<file path="src/design/bdjn_pkg.sv">
// Package for the button debounce and joystick normaliser.
// Holds field widths, register indexes, reset values and the command and status types.
// No dependencies.
package bdjn_pkg;

    localparam int TIME_W     = 32;
    localparam int LEVELS_W   = 8;
    localparam int SAMPLE_W   = 12;
    localparam int AXIS_W     = 16;
    localparam int DEBOUNCE_W = 24;
    localparam int DEADZONE_W = 15;
    localparam int APB_ADDR_W = 5;
    localparam int APB_DATA_W = 32;
    localparam int REG_IDX_W  = 3;

    localparam int Q_FRAC     = 14;
    localparam int Q_ONE      = 16384;
    localparam int MAG_W      = 15;

    localparam int DIV_W      = 28;
    localparam int DIV_PER_CYC = 4;
    localparam int DIV_CYCLES = DIV_W / DIV_PER_CYC;
    localparam int CNT_W      = $clog2(DIV_CYCLES);

    localparam logic [DEBOUNCE_W-1:0] RST_DEBOUNCE = 24'd20000;
    localparam logic [DEADZONE_W-1:0] RST_DEADZONE = 15'd1638;
    localparam logic [SAMPLE_W-1:0]   RST_CENTER   = 12'd2048;
    localparam logic [SAMPLE_W-1:0]   RST_MIN      = 12'd0;
    localparam logic [SAMPLE_W-1:0]   RST_MAX      = 12'd4095;

    typedef enum logic [REG_IDX_W-1:0] {
        REG_DEBOUNCE = 3'd0,
        REG_DEADZONE = 3'd1,
        REG_X_CENTER = 3'd2,
        REG_X_MIN    = 3'd3,
        REG_X_MAX    = 3'd4,
        REG_Y_CENTER = 3'd5,
        REG_Y_MIN    = 3'd6,
        REG_Y_MAX    = 3'd7
    } t_reg_idx;

    typedef struct packed {
        logic [DEBOUNCE_W-1:0] debounce_time;
        logic [DEADZONE_W-1:0] deadzone;
        logic [SAMPLE_W-1:0]   x_center;
        logic [SAMPLE_W-1:0]   x_min;
        logic [SAMPLE_W-1:0]   x_max;
        logic [SAMPLE_W-1:0]   y_center;
        logic [SAMPLE_W-1:0]   y_min;
        logic [SAMPLE_W-1:0]   y_max;
    } t_cfg;

    typedef struct packed {
        logic accept;
        logic div_load;
        logic div_step;
        logic axis_store;
        logic axis_sel;
        logic out_load;
    } t_dp_cmd;

    typedef struct packed {
        logic x_valid;
        logic y_valid;
    } t_dp_sts;

endpackage

</file>
<file path="src/design/bdjn_intf.sv">
// Channel interfaces for the button debounce and joystick normaliser.
// Depends on bdjn_pkg for the field widths.
interface bdjn_in_if import bdjn_pkg::*; ();
    logic                valid;
    logic                ready;
    logic [TIME_W-1:0]   now_us;
    logic [LEVELS_W-1:0] button_levels;
    logic [SAMPLE_W-1:0] x_sample;
    logic                x_valid;
    logic [SAMPLE_W-1:0] y_sample;
    logic                y_valid;

    modport source (output valid, now_us, button_levels, x_sample, x_valid, y_sample, y_valid,
                    input ready);
    modport sink (input valid, now_us, button_levels, x_sample, x_valid, y_sample, y_valid,
                  output ready);
endinterface

interface bdjn_out_if import bdjn_pkg::*; ();
    logic                     valid;
    logic                     ready;
    logic [LEVELS_W-1:0]      held_buttons;
    logic [LEVELS_W-1:0]      down_edges;
    logic [LEVELS_W-1:0]      up_edges;
    logic signed [AXIS_W-1:0] axis_x;
    logic signed [AXIS_W-1:0] axis_y;

    modport source (output valid, held_buttons, down_edges, up_edges, axis_x, axis_y,
                    input ready);
    modport sink (input valid, held_buttons, down_edges, up_edges, axis_x, axis_y,
                  output ready);
endinterface

</file>
<file path="src/design/bdjn_cfg.sv">
// APB-style configuration register file.
// Depends on bdjn_pkg for the register indexes, reset values and t_cfg.
module bdjn_cfg import bdjn_pkg::*; (
    input  logic                  i_clk,
    input  logic                  i_rst_n,
    input  logic                  psel,
    input  logic                  penable,
    input  logic                  pwrite,
    input  logic [APB_ADDR_W-1:0] paddr,
    input  logic [APB_DATA_W-1:0] pwdata,
    output logic [APB_DATA_W-1:0] prdata,
    output logic                  pready,
    output t_cfg                  o_cfg
);

    t_cfg     r_cfg;
    t_reg_idx idx;
    logic     wr_en;

    assign idx    = t_reg_idx'(paddr[APB_ADDR_W-1:2]);
    assign wr_en  = psel && penable && pwrite;
    assign pready = 1'b1;
    assign o_cfg  = r_cfg;

    always_ff @(posedge i_clk) begin
        if (!i_rst_n) begin
            r_cfg.debounce_time <= RST_DEBOUNCE;
            r_cfg.deadzone      <= RST_DEADZONE;
            r_cfg.x_center      <= RST_CENTER;
            r_cfg.x_min         <= RST_MIN;
            r_cfg.x_max         <= RST_MAX;
            r_cfg.y_center      <= RST_CENTER;
            r_cfg.y_min         <= RST_MIN;
            r_cfg.y_max         <= RST_MAX;
        end else if (wr_en) begin
            case (idx)
                REG_DEBOUNCE: r_cfg.debounce_time <= pwdata[DEBOUNCE_W-1:0];
                REG_DEADZONE: r_cfg.deadzone      <= pwdata[DEADZONE_W-1:0];
                REG_X_CENTER: r_cfg.x_center      <= pwdata[SAMPLE_W-1:0];
                REG_X_MIN:    r_cfg.x_min         <= pwdata[SAMPLE_W-1:0];
                REG_X_MAX:    r_cfg.x_max         <= pwdata[SAMPLE_W-1:0];
                REG_Y_CENTER: r_cfg.y_center      <= pwdata[SAMPLE_W-1:0];
                REG_Y_MIN:    r_cfg.y_min         <= pwdata[SAMPLE_W-1:0];
                REG_Y_MAX:    r_cfg.y_max         <= pwdata[SAMPLE_W-1:0];
                default: ;
            endcase
        end
    end

    always_comb begin
        prdata = '0;
        case (idx)
            REG_DEBOUNCE: prdata = APB_DATA_W'(r_cfg.debounce_time);
            REG_DEADZONE: prdata = APB_DATA_W'(r_cfg.deadzone);
            REG_X_CENTER: prdata = APB_DATA_W'(r_cfg.x_center);
            REG_X_MIN:    prdata = APB_DATA_W'(r_cfg.x_min);
            REG_X_MAX:    prdata = APB_DATA_W'(r_cfg.x_max);
            REG_Y_CENTER: prdata = APB_DATA_W'(r_cfg.y_center);
            REG_Y_MIN:    prdata = APB_DATA_W'(r_cfg.y_min);
            REG_Y_MAX:    prdata = APB_DATA_W'(r_cfg.y_max);
            default:      prdata = '0;
        endcase
    end

endmodule

</file>
<file path="src/design/bdjn_ctrl.sv">
// Controller state machine: sequences debounce, the two axis divisions and the output load.
// Depends on bdjn_pkg for the command and status types and the divider length.
module bdjn_ctrl import bdjn_pkg::*; (
    input  logic    i_clk,
    input  logic    i_rst_n,
    input  logic    i_in_valid,
    output logic    o_in_ready,
    output logic    o_out_valid,
    input  logic    i_out_ready,
    input  t_dp_sts i_sts,
    output t_dp_cmd o_cmd
);

    typedef enum logic [2:0] {
        ST_IDLE,
        ST_SETUP,
        ST_DIV,
        ST_WRAP,
        ST_FINISH
    } t_state;

    t_state           r_state, n_state;
    logic             r_axis, n_axis;
    logic [CNT_W-1:0] r_cnt, n_cnt;
    logic             r_out_valid, n_out_valid;
    logic             axis_valid;

    assign axis_valid  = r_axis ? i_sts.y_valid : i_sts.x_valid;
    assign o_in_ready  = (r_state == ST_IDLE);
    assign o_out_valid = r_out_valid;

    always_comb begin
        n_state     = r_state;
        n_axis      = r_axis;
        n_cnt       = r_cnt;
        n_out_valid = r_out_valid && !i_out_ready;
        o_cmd       = '0;
        o_cmd.axis_sel = r_axis;
        case (r_state)
            ST_IDLE: begin
                if (i_in_valid) begin
                    o_cmd.accept = 1'b1;
                    n_axis       = 1'b0;
                    n_state      = ST_SETUP;
                end
            end
            ST_SETUP: begin
                if (axis_valid) begin
                    o_cmd.div_load = 1'b1;
                    n_cnt          = '0;
                    n_state        = ST_DIV;
                end else if (!r_axis) begin
                    n_axis = 1'b1;
                end else begin
                    n_state = ST_FINISH;
                end
            end
            ST_DIV: begin
                o_cmd.div_step = 1'b1;
                if (r_cnt == CNT_W'(DIV_CYCLES - 1)) begin
                    n_state = ST_WRAP;
                end else begin
                    n_cnt = r_cnt + 1'b1;
                end
            end
            ST_WRAP: begin
                o_cmd.axis_store = 1'b1;
                if (!r_axis) begin
                    n_axis  = 1'b1;
                    n_state = ST_SETUP;
                end else begin
                    n_state = ST_FINISH;
                end
            end
            ST_FINISH: begin
                if (!r_out_valid || i_out_ready) begin
                    o_cmd.out_load = 1'b1;
                    n_out_valid    = 1'b1;
                    n_state        = ST_IDLE;
                end
            end
            default: n_state = ST_IDLE;
        endcase
    end

    always_ff @(posedge i_clk) begin
        if (!i_rst_n) begin
            r_state     <= ST_IDLE;
            r_axis      <= 1'b0;
            r_cnt       <= '0;
            r_out_valid <= 1'b0;
        end else begin
            r_state     <= n_state;
            r_axis      <= n_axis;
            r_cnt       <= n_cnt;
            r_out_valid <= n_out_valid;
        end
    end

endmodule

</file>
<file path="src/design/bdjn_dp.sv">
// Datapath: debounce lanes, shared restoring divider, deadzone and clamp, output register.
// Depends on bdjn_pkg for widths, t_cfg and the command and status types.
module bdjn_dp import bdjn_pkg::*; #(
    parameter int NUM_BUTTONS = 8,
    parameter int ADC_BITS    = 12
) (
    input  logic                     i_clk,
    input  logic                     i_rst_n,
    input  t_cfg                     i_cfg,
    input  t_dp_cmd                  i_cmd,
    output t_dp_sts                  o_sts,
    input  logic [TIME_W-1:0]        i_now_us,
    input  logic [LEVELS_W-1:0]      i_button_levels,
    input  logic [SAMPLE_W-1:0]      i_x_sample,
    input  logic                     i_x_valid,
    input  logic [SAMPLE_W-1:0]      i_y_sample,
    input  logic                     i_y_valid,
    output logic [LEVELS_W-1:0]      o_held_buttons,
    output logic [LEVELS_W-1:0]      o_down_edges,
    output logic [LEVELS_W-1:0]      o_up_edges,
    output logic signed [AXIS_W-1:0] o_axis_x,
    output logic signed [AXIS_W-1:0] o_axis_y
);

    localparam int MASK_BITS = (ADC_BITS < SAMPLE_W) ? ADC_BITS : SAMPLE_W;
    localparam logic [SAMPLE_W-1:0] SAMPLE_MASK = SAMPLE_W'((64'd1 << MASK_BITS) - 64'd1);

    logic [NUM_BUTTONS-1:0] r_last_raw;
    logic [NUM_BUTTONS-1:0] r_stable_now;
    logic [NUM_BUTTONS-1:0] r_stable_before;
    logic [TIME_W-1:0]      r_stamp [NUM_BUTTONS];

    logic [SAMPLE_W-1:0] r_x_sample, r_y_sample;
    logic                r_x_valid, r_y_valid;

    logic [SAMPLE_W-1:0] r_div_den;
    logic [SAMPLE_W-1:0] r_div_rem;
    logic [DIV_W-1:0]    r_div_quo;
    logic                r_div_neg;
    logic                r_div_zero;

    logic signed [AXIS_W-1:0] r_held_x, r_held_y;

    logic [LEVELS_W-1:0]      r_out_held, r_out_down, r_out_up;
    logic signed [AXIS_W-1:0] r_out_x, r_out_y;

    for (genvar b = 0; b < NUM_BUTTONS; b++) begin : g_lane
        logic              raw;
        logic [TIME_W-1:0] age;

        if (b < LEVELS_W) begin : g_in
            assign raw = i_button_levels[b];
        end else begin : g_none
            assign raw = 1'b0;
        end

        assign age = i_now_us - r_stamp[b];

        always_ff @(posedge i_clk) begin
            if (!i_rst_n) begin
                r_last_raw[b]      <= 1'b0;
                r_stamp[b]         <= '0;
                r_stable_now[b]    <= 1'b0;
                r_stable_before[b] <= 1'b0;
            end else if (i_cmd.accept) begin
                if (raw != r_last_raw[b]) begin
                    r_last_raw[b] <= raw;
                    r_stamp[b]    <= i_now_us;
                end else if (age >= TIME_W'(i_cfg.debounce_time)) begin
                    r_stable_before[b] <= r_stable_now[b];
                    r_stable_now[b]    <= raw;
                end
            end
        end
    end

    logic [LEVELS_W-1:0] held_bits, down_bits, up_bits;

    for (genvar b = 0; b < LEVELS_W; b++) begin : g_outbit
        if (b < NUM_BUTTONS) begin : g_used
            assign held_bits[b] = r_stable_now[b];
            assign down_bits[b] = r_stable_now[b] && !r_stable_before[b];
            assign up_bits[b]   = !r_stable_now[b] && r_stable_before[b];
        end else begin : g_unused
            assign held_bits[b] = 1'b0;
            assign down_bits[b] = 1'b0;
            assign up_bits[b]   = 1'b0;
        end
    end

    always_ff @(posedge i_clk) begin
        if (i_cmd.accept) begin
            r_x_sample <= i_x_sample & SAMPLE_MASK;
            r_y_sample <= i_y_sample & SAMPLE_MASK;
        end
    end

    always_ff @(posedge i_clk) begin
        if (!i_rst_n) begin
            r_x_valid <= 1'b0;
            r_y_valid <= 1'b0;
        end else if (i_cmd.accept) begin
            r_x_valid <= i_x_valid;
            r_y_valid <= i_y_valid;
        end
    end

    assign o_sts.x_valid = r_x_valid;
    assign o_sts.y_valid = r_y_valid;

    // Span and numerator magnitude for the selected axis.
    logic [SAMPLE_W-1:0] smp, ctr, lo, hi, mag_in;
    logic [SAMPLE_W:0]   span;
    logic                ge;

    assign smp    = i_cmd.axis_sel ? r_y_sample : r_x_sample;
    assign ctr    = i_cmd.axis_sel ? i_cfg.y_center : i_cfg.x_center;
    assign lo     = i_cmd.axis_sel ? i_cfg.y_min : i_cfg.x_min;
    assign hi     = i_cmd.axis_sel ? i_cfg.y_max : i_cfg.x_max;
    assign ge     = (smp >= ctr);
    assign span   = ge ? ({1'b0, hi} - {1'b0, ctr}) : ({1'b0, ctr} - {1'b0, lo});
    assign mag_in = ge ? (smp - ctr) : (ctr - smp);

    logic [SAMPLE_W-1:0] step_rem;
    logic [DIV_W-1:0]    step_quo;

    always_comb begin
        logic [SAMPLE_W:0] trial;
        step_rem = r_div_rem;
        step_quo = r_div_quo;
        for (int k = 0; k < DIV_PER_CYC; k++) begin
            trial    = {step_rem, step_quo[DIV_W-1]};
            step_quo = {step_quo[DIV_W-2:0], 1'b0};
            if (trial >= {1'b0, r_div_den}) begin
                trial       = trial - {1'b0, r_div_den};
                step_quo[0] = 1'b1;
            end
            step_rem = trial[SAMPLE_W-1:0];
        end
    end

    always_ff @(posedge i_clk) begin
        if (i_cmd.div_load) begin
            r_div_den  <= span[SAMPLE_W-1:0];
            r_div_rem  <= '0;
            r_div_quo  <= DIV_W'({mag_in, {Q_FRAC{1'b0}}});
            r_div_neg  <= !ge;
            r_div_zero <= span[SAMPLE_W] || (span == '0);
        end else if (i_cmd.div_step) begin
            r_div_rem <= step_rem;
            r_div_quo <= step_quo;
        end
    end

    // Deadzone, clamp and sign.
    logic [DIV_W-1:0]         quo;
    logic [MAG_W-1:0]         mag;
    logic signed [AXIS_W-1:0] scaled;

    assign quo    = r_div_zero ? '0 : r_div_quo;
    assign mag    = (quo > DIV_W'(Q_ONE)) ? MAG_W'(Q_ONE) : quo[MAG_W-1:0];
    assign scaled = (quo < DIV_W'(i_cfg.deadzone)) ? '0 :
                    (r_div_neg ? -AXIS_W'(mag) : AXIS_W'(mag));

    always_ff @(posedge i_clk) begin
        if (!i_rst_n) begin
            r_held_x <= '0;
            r_held_y <= '0;
        end else if (i_cmd.axis_store) begin
            if (i_cmd.axis_sel) begin
                r_held_y <= scaled;
            end else begin
                r_held_x <= scaled;
            end
        end
    end

    always_ff @(posedge i_clk) begin
        if (i_cmd.out_load) begin
            r_out_held <= held_bits;
            r_out_down <= down_bits;
            r_out_up   <= up_bits;
            r_out_x    <= r_held_x;
            r_out_y    <= r_held_y;
        end
    end

    assign o_held_buttons = r_out_held;
    assign o_down_edges   = r_out_down;
    assign o_up_edges     = r_out_up;
    assign o_axis_x       = r_out_x;
    assign o_axis_y       = r_out_y;

endmodule

</file>
<file path="src/design/button_debounce_joystick_normalizer.sv">
// Channel   Dir  Handshake        Payload
// i_in      in   valid / ready    now_us, button_levels, x_sample, x_valid, y_sample, y_valid
// o_out     out  valid / ready    held_buttons, down_edges, up_edges, axis_x, axis_y
// apb       in   psel / penable   paddr, pwdata, prdata (eight registers at 4-byte steps)
//
// A request passes through a debounce step, a setup step per axis, then per valid axis the
// shared divider at four quotient bits a cycle and a scaling step, then the output load.
// Reset is synchronous and active low; sample, divider and output registers are not reset.
// A new request is taken while a result waits in the output register; the load of the next
// result waits until that register is free.
// Top level of the button debounce and joystick normaliser; uses bdjn_pkg, the channel
// interfaces, bdjn_cfg, bdjn_ctrl and bdjn_dp.
module button_debounce_joystick_normalizer import bdjn_pkg::*; #(
    parameter int NUM_BUTTONS = 8,
    parameter int ADC_BITS    = 12
) (
    input  logic                  i_clk,
    input  logic                  i_rst_n,
    bdjn_in_if.sink               i_in,
    bdjn_out_if.source            o_out,
    input  logic                  psel,
    input  logic                  penable,
    input  logic                  pwrite,
    input  logic [APB_ADDR_W-1:0] paddr,
    input  logic [APB_DATA_W-1:0] pwdata,
    output logic [APB_DATA_W-1:0] prdata,
    output logic                  pready
);

    t_cfg    cfg;
    t_dp_cmd cmd;
    t_dp_sts sts;

    bdjn_cfg u_cfg (
        .i_clk   (i_clk),
        .i_rst_n (i_rst_n),
        .psel    (psel),
        .penable (penable),
        .pwrite  (pwrite),
        .paddr   (paddr),
        .pwdata  (pwdata),
        .prdata  (prdata),
        .pready  (pready),
        .o_cfg   (cfg)
    );

    bdjn_ctrl u_ctrl (
        .i_clk       (i_clk),
        .i_rst_n     (i_rst_n),
        .i_in_valid  (i_in.valid),
        .o_in_ready  (i_in.ready),
        .o_out_valid (o_out.valid),
        .i_out_ready (o_out.ready),
        .i_sts       (sts),
        .o_cmd       (cmd)
    );

    bdjn_dp #(
        .NUM_BUTTONS (NUM_BUTTONS),
        .ADC_BITS    (ADC_BITS)
    ) u_dp (
        .i_clk           (i_clk),
        .i_rst_n         (i_rst_n),
        .i_cfg           (cfg),
        .i_cmd           (cmd),
        .o_sts           (sts),
        .i_now_us        (i_in.now_us),
        .i_button_levels (i_in.button_levels),
        .i_x_sample      (i_in.x_sample),
        .i_x_valid       (i_in.x_valid),
        .i_y_sample      (i_in.y_sample),
        .i_y_valid       (i_in.y_valid),
        .o_held_buttons  (o_out.held_buttons),
        .o_down_edges    (o_out.down_edges),
        .o_up_edges      (o_out.up_edges),
        .o_axis_x        (o_out.axis_x),
        .o_axis_y        (o_out.axis_y)
    );

endmodule

</file>
<file path="src/flat_wrapper.sv">
// flat-port wrapper written by rule: the top's interface ports become plain ports
module button_debounce_joystick_normalizer_flat import bdjn_pkg::*;
#(
    parameter int NUM_BUTTONS = 8,
    parameter int ADC_BITS    = 12
)
  (i_clk, i_rst_n, psel, penable, pwrite, paddr, pwdata, prdata, pready, i_in_valid, i_in_now_us, i_in_button_levels, i_in_x_sample, i_in_x_valid, i_in_y_sample, i_in_y_valid, i_in_ready, o_out_valid, o_out_held_buttons, o_out_down_edges, o_out_up_edges, o_out_axis_x, o_out_axis_y, o_out_ready);
  bdjn_in_if i_in_i ();
  bdjn_out_if o_out_i ();
  input  logic i_clk;
  input  logic i_rst_n;
  input  logic psel;
  input  logic penable;
  input  logic pwrite;
  input  logic [APB_ADDR_W-1:0] paddr;
  input  logic [APB_DATA_W-1:0] pwdata;
  output logic [APB_DATA_W-1:0] prdata;
  output logic pready;
  input wire logic [$bits(i_in_i.valid)-1:0] i_in_valid;
  input wire logic [$bits(i_in_i.now_us)-1:0] i_in_now_us;
  input wire logic [$bits(i_in_i.button_levels)-1:0] i_in_button_levels;
  input wire logic [$bits(i_in_i.x_sample)-1:0] i_in_x_sample;
  input wire logic [$bits(i_in_i.x_valid)-1:0] i_in_x_valid;
  input wire logic [$bits(i_in_i.y_sample)-1:0] i_in_y_sample;
  input wire logic [$bits(i_in_i.y_valid)-1:0] i_in_y_valid;
  output wire logic [$bits(i_in_i.ready)-1:0] i_in_ready;
  output wire logic [$bits(o_out_i.valid)-1:0] o_out_valid;
  output wire logic [$bits(o_out_i.held_buttons)-1:0] o_out_held_buttons;
  output wire logic [$bits(o_out_i.down_edges)-1:0] o_out_down_edges;
  output wire logic [$bits(o_out_i.up_edges)-1:0] o_out_up_edges;
  output wire logic [$bits(o_out_i.axis_x)-1:0] o_out_axis_x;
  output wire logic [$bits(o_out_i.axis_y)-1:0] o_out_axis_y;
  input wire logic [$bits(o_out_i.ready)-1:0] o_out_ready;
  assign i_in_i.valid = i_in_valid;
  assign i_in_i.now_us = i_in_now_us;
  assign i_in_i.button_levels = i_in_button_levels;
  assign i_in_i.x_sample = i_in_x_sample;
  assign i_in_i.x_valid = i_in_x_valid;
  assign i_in_i.y_sample = i_in_y_sample;
  assign i_in_i.y_valid = i_in_y_valid;
  assign i_in_ready = i_in_i.ready;
  assign o_out_valid = o_out_i.valid;
  assign o_out_held_buttons = o_out_i.held_buttons;
  assign o_out_down_edges = o_out_i.down_edges;
  assign o_out_up_edges = o_out_i.up_edges;
  assign o_out_axis_x = o_out_i.axis_x;
  assign o_out_axis_y = o_out_i.axis_y;
  assign o_out_i.ready = o_out_ready;
  button_debounce_joystick_normalizer #(.NUM_BUTTONS(NUM_BUTTONS), .ADC_BITS(ADC_BITS)) u_core (.i_clk(i_clk), .i_rst_n(i_rst_n), .i_in(i_in_i), .o_out(o_out_i), .psel(psel), .penable(penable), .pwrite(pwrite), .paddr(paddr), .pwdata(pwdata), .prdata(prdata), .pready(pready));
endmodule
</file>
<file path="config.mk">
export PLATFORM = sky130hd
export DESIGN_NAME = button_debounce_joystick_normalizer_flat
export DESIGN_NICKNAME = d
export VERILOG_FILES = /design/src/design/bdjn_pkg.sv /design/src/design/bdjn_intf.sv /design/src/design/bdjn_cfg.sv /design/src/design/bdjn_ctrl.sv /design/src/design/bdjn_dp.sv /design/src/design/button_debounce_joystick_normalizer.sv /design/src/flat_wrapper.sv
export SDC_FILE = /design/constraint.sdc
export NUM_CORES = 2
export LEC_CHECK = 0
export BUFFER_PORTS_ARGS = -buffer_cell sky130_fd_sc_hd__buf_2
export CORE_MARGIN = 2
export CORE_UTILIZATION = 60
export CTS_BUF_LIST = sky130_fd_sc_hd__clkbuf_4 sky130_fd_sc_hd__clkbuf_8
export DETAILED_ROUTE_END_ITERATION = 8
export GPL_TIMING_DRIVEN = 0
export PLACE_DENSITY = 0.78
export SLEW_MARGIN = 20
export SYNTH_ARGS = -nofsm -noshare
export SYNTH_HDL_FRONTEND = slang
export SYNTH_SLANG_ARGS = --single-unit
</file>
<file path="constraint.sdc">
create_clock -name i_clk -period 12.2 [get_ports i_clk]
set_input_delay 2.44 -clock i_clk [delete_from_list [all_inputs] [get_ports i_clk]]
set_output_delay 2.44 -clock i_clk [all_outputs]
set_load 0.1 [all_outputs]
</file>
==> results.txt <==
Status - finished, final reports clean
Gpl congestion - 1.04
Router iterations before antenna repair - 6
WP buf/inv - 7
Netlist Area Pre-Place - 45,500 µm²
Worst path arrival time - 11.88 ns
CP max stage delay - 0.51 ns
I/O Buffers - 167
Die area - 78,100 µm²
Area added between synthesis and finish - 10.5%
Critical path fanouts, max - 10
Fraction of registers with async set/reset - 0%
Layout cell share with drive strength beyond 1 - 8.71%
Post-route DRC - 0
Post-route antenna net violation count - 0
Post-synthesis mux area share - 3.63%
R2R cell count - 45
Worst Tran Pin Value - 1.26 ns
Cts hold-fix bufs - 0
Vias in the first global route - 37,457
Main area contributors after synthesis - edfxtp_1 (24%), ha_1 (15%), dfxtp_1 (9.0%)
Clock input transition at the sequential cells of the worst setup and hold paths - 0.07 ns
Simple logic cell fraction of the synthesized area - 17.5%
Post-Synth Adder-Cell Area - 15.9%
GR Overflow Total - 0
CP required - 12.80 ns
Worst Setup Start Kind - register
Hold Path Origin - u_core.u_dp.r_held_x[3]$_SDFFE_PN0P_
Synth Instances - 5,167
I/O pin count - 201
Largest net degree at the start of global routing - 33
Via-to-Cell Ratio - 6.18
WHS Path Cells - 0
Die W - 279 µm
Fin. Hold Viols - 0
EDFF count, synth - 362
Die Y - 279 µm
Setup violations, final - 0
Synth area leader - edfxtp_1
Leakage - 21.4 nW
Yosys reg bits - 567
Nets - 6,134
Initial Util - 60.3%
Placed Area - 48,000 µm²
CTS sink count - 567
First-pass GRT wire length - 212,000 µm
Most frequent cells in the layout - ha_1 (552), nand2_1 (525), inv_1 (445)
Yosys cell types - 87
H-tree lvl count - 3
Final WL - 140,000 µm
Top FF cell, synth - edfxtp_1
Slew Limit Fails - 0
Register area share after synthesis - 32.9%
Post-DP HPWL - 103,000 µm
CTS tree - yes
Crit path capture type - register
CP top delay family - compound AO/OA/AOI/OAI gates
Main combinational cell family by area after synthesis - compound AO/OA/AOI/OAI gates
Worst rel slew slack - 16.1%
Setup Crit Path Kind - register to register
Deepest clock path buffer count - 3
Ys Warns - 0
Core area - 75,600 µm²
XOR/XNOR Fraction of Synth Area - 5.33%
Fin area - 50,300 µm²
Worst reg2reg startpoint - u_core.u_dp.r_div_den[1]$_DFFE_PP_
Fmax - 88.7 MHz
GRT Total Usage - 35.0%
Mean Syn Cell Area - 8.81 µm²
Synth Area in Compound Gates - 19.4%
Period utilization - 92.4%
Post-synth top area share - 23.9%
Clock skew - 0.0325 ns
Pwr Density - 214 nW/µm²
Final min period - 11.28 ns
Hold WC Path Type - register to register
Maxcap violations - 0
Initial antenna violation count - 9
Row count - 101
Num CTS Buffers - 100
Routed len/inst - 21.5 µm
Hold Path End - u_core.u_dp.o_axis_x[3]$_DFFE_PP_
RSZ-0062 raised after global routing - no
Iter 0 DRT Violations - 4,446
Vias after detailed routing - 40,249
Most common cell after layout, fill and taps aside - ha_1
RR Endpoint - u_core.u_dp.r_div_rem[7]$_SDFFE_PP0P_
Root Buffer - clkbuf_8
Skew-Pair Late Insertion Delay - 0.72 ns
Final Util - 66.6%
Maximum vdd drop - 0.000320 V
R2R Setup Slk - 0.92 ns
CP max-delay cell - a2111oi_4
Filler instances - 6,389
==> per-stage QoR <==
step | hold slack [ns] | std cells | setup slack (ns) | TNS [ns] | total power, mW
floorplan | 0.401 | 5174 | 2.24 | 0 | 7.27
global placement | 0.410 | 6319 | 0.155 | 0 | 8.47
detailed placement | 0.418 | 6332 | -0.00388 | -0.00388 | 8.63
CTS | 0.430 | 6513 | 0.0746 | 0 | 10.6
global route | 0.429 | 6514 | 0.0397 | 0 | 11.5
finish | 0.432 | 6515 | 0.921 | 0 | 10.8
==> power by group <==
group | switching [mW] | internal (mW)
registers | 0.108 | 2.34
clock network | 0.842 | 1.13
logic | 3.72 | 2.62
==> final cells by class <==
class | count | area (µm²) | area share (%)
clock inverters | 31 | 375 | 0.746
flip-flops and latches | 567 | 15000 | 29.8
diodes | 2 | 5.00 | 0.00995
repair buffers | 180 | 1130 | 2.24
inverters | 449 | 1690 | 3.35
clock buffers | 150 | 1830 | 3.64
plain buffers | 177 | 759 | 1.51
multi-input cells | 3981 | 28300 | 56.3
well taps | 978 | 1220 | 2.43
==> synthesized netlist by cell type, types with 84 or more instances <==
cell,n
nor2_1,278
dfxtp_1,205
xnor2_1,191
inv_1,445
o21ai_0,263
clkbuf_1,144
a21oi_1,375
mux2i_1,113
a21o_1,163
nor2b_1,99
and2_1,268
a21boi_0,84
edfxtp_1,362
xor2_1,86
nand2_1,525
nand3_1,113
ha_1,552
==> flip-flops by register name (all words and copies together), names as in the netlist, 3 cells and up <==
name                         flops
u_core.u_dp.r_div_den           12
u_core.u_dp.r_div_rem           12
u_core.u_dp.o_axis_y            16
u_core.u_cfg.o_cfg             111
u_core.u_dp.o_down_edges         8
u_core.u_dp.o_up_edges           8
u_core.u_dp.r_last_raw           8
u_core.u_dp.r_y_sample          12
u_core.u_dp.r_held_y            16
u_core.u_dp.o_axis_x            16
u_core.u_dp.r_x_sample          12
u_core.u_dp.r_stable_before      8
u_core.u_ctrl.r_state            3
u_core.u_dp.r_stamp            256
u_core.u_dp.held_bits            8
u_core.u_dp.o_held_buttons       8
u_core.u_ctrl.r_cnt              3
u_core.u_dp.r_held_x            16
u_core.u_dp.r_div_quo           28
==> timing repair <==
action | in CTS | in global routing
endpoints found under the setup margin | 5 | 13
hold endpoints to repair | 0 | 0
gates resized for setup | 1 | 13
setup buffers | 0 | 0
pin swaps | 0 | 0
==> layer usage <==
layer	GRT usage [%]	part of all wire [%]	routed length [µm]
met3	6.50	11	14900
met4	16.7	5.1	7080
met2	51.4	41	57500
met5	0	0.034	48
met1	49.8	43	60300
==> worst register-to-register path, delay by kind of cell, from the launching register on <==
| family | cells | cell delay (ns) |
|---|---|---|
| fa+ha+maj | 4 | 1.35 |
| mux | 1 | 0.34 |
| buf+inv | 7 | 1.72 |
| compound gates | 23 | 5.81 |
| flops | 1 | 0.44 |
| simple gates | 10 | 1.51 |
==> logic make-up after synthesis <==
| group | Yosys count |
|---|---|
| other cells | 2 |
| flops | 567 |
| simple gates | 1622 |
| fa+ha+maj | 568 |
| buf+inv | 626 |
| compound gates | 1353 |
| xor+xnor | 277 |
| mux | 152 |
==> how the worst max path moves through the flow <==
stage / start / to / depth (start not counted)
after floorplan: u_core.u_dp.r_div_den[1]$_DFFE_PP_ / u_core.u_dp.r_div_rem[7]$_SDFFE_PP0P_ / 42
after global placement: u_core.u_dp.r_div_den[1]$_DFFE_PP_ / u_core.u_dp.r_div_rem[11]$_SDFFE_PP0P_ / 45
final: u_core.u_dp.r_div_den[1]$_DFFE_PP_ / u_core.u_dp.r_div_rem[7]$_SDFFE_PP0P_ / 45
after detailed placement: u_core.u_dp.r_div_den[1]$_DFFE_PP_ / u_core.u_dp.r_div_rem[7]$_SDFFE_PP0P_ / 45
after global routing: u_core.u_dp.r_div_den[1]$_DFFE_PP_ / u_core.u_dp.r_div_rem[8]$_SDFFE_PP0P_ / 46
after CTS: u_core.u_dp.r_div_den[1]$_DFFE_PP_ / u_core.u_dp.r_div_rem[7]$_SDFFE_PP0P_ / 45
Power figures use the tool's default switching activity.
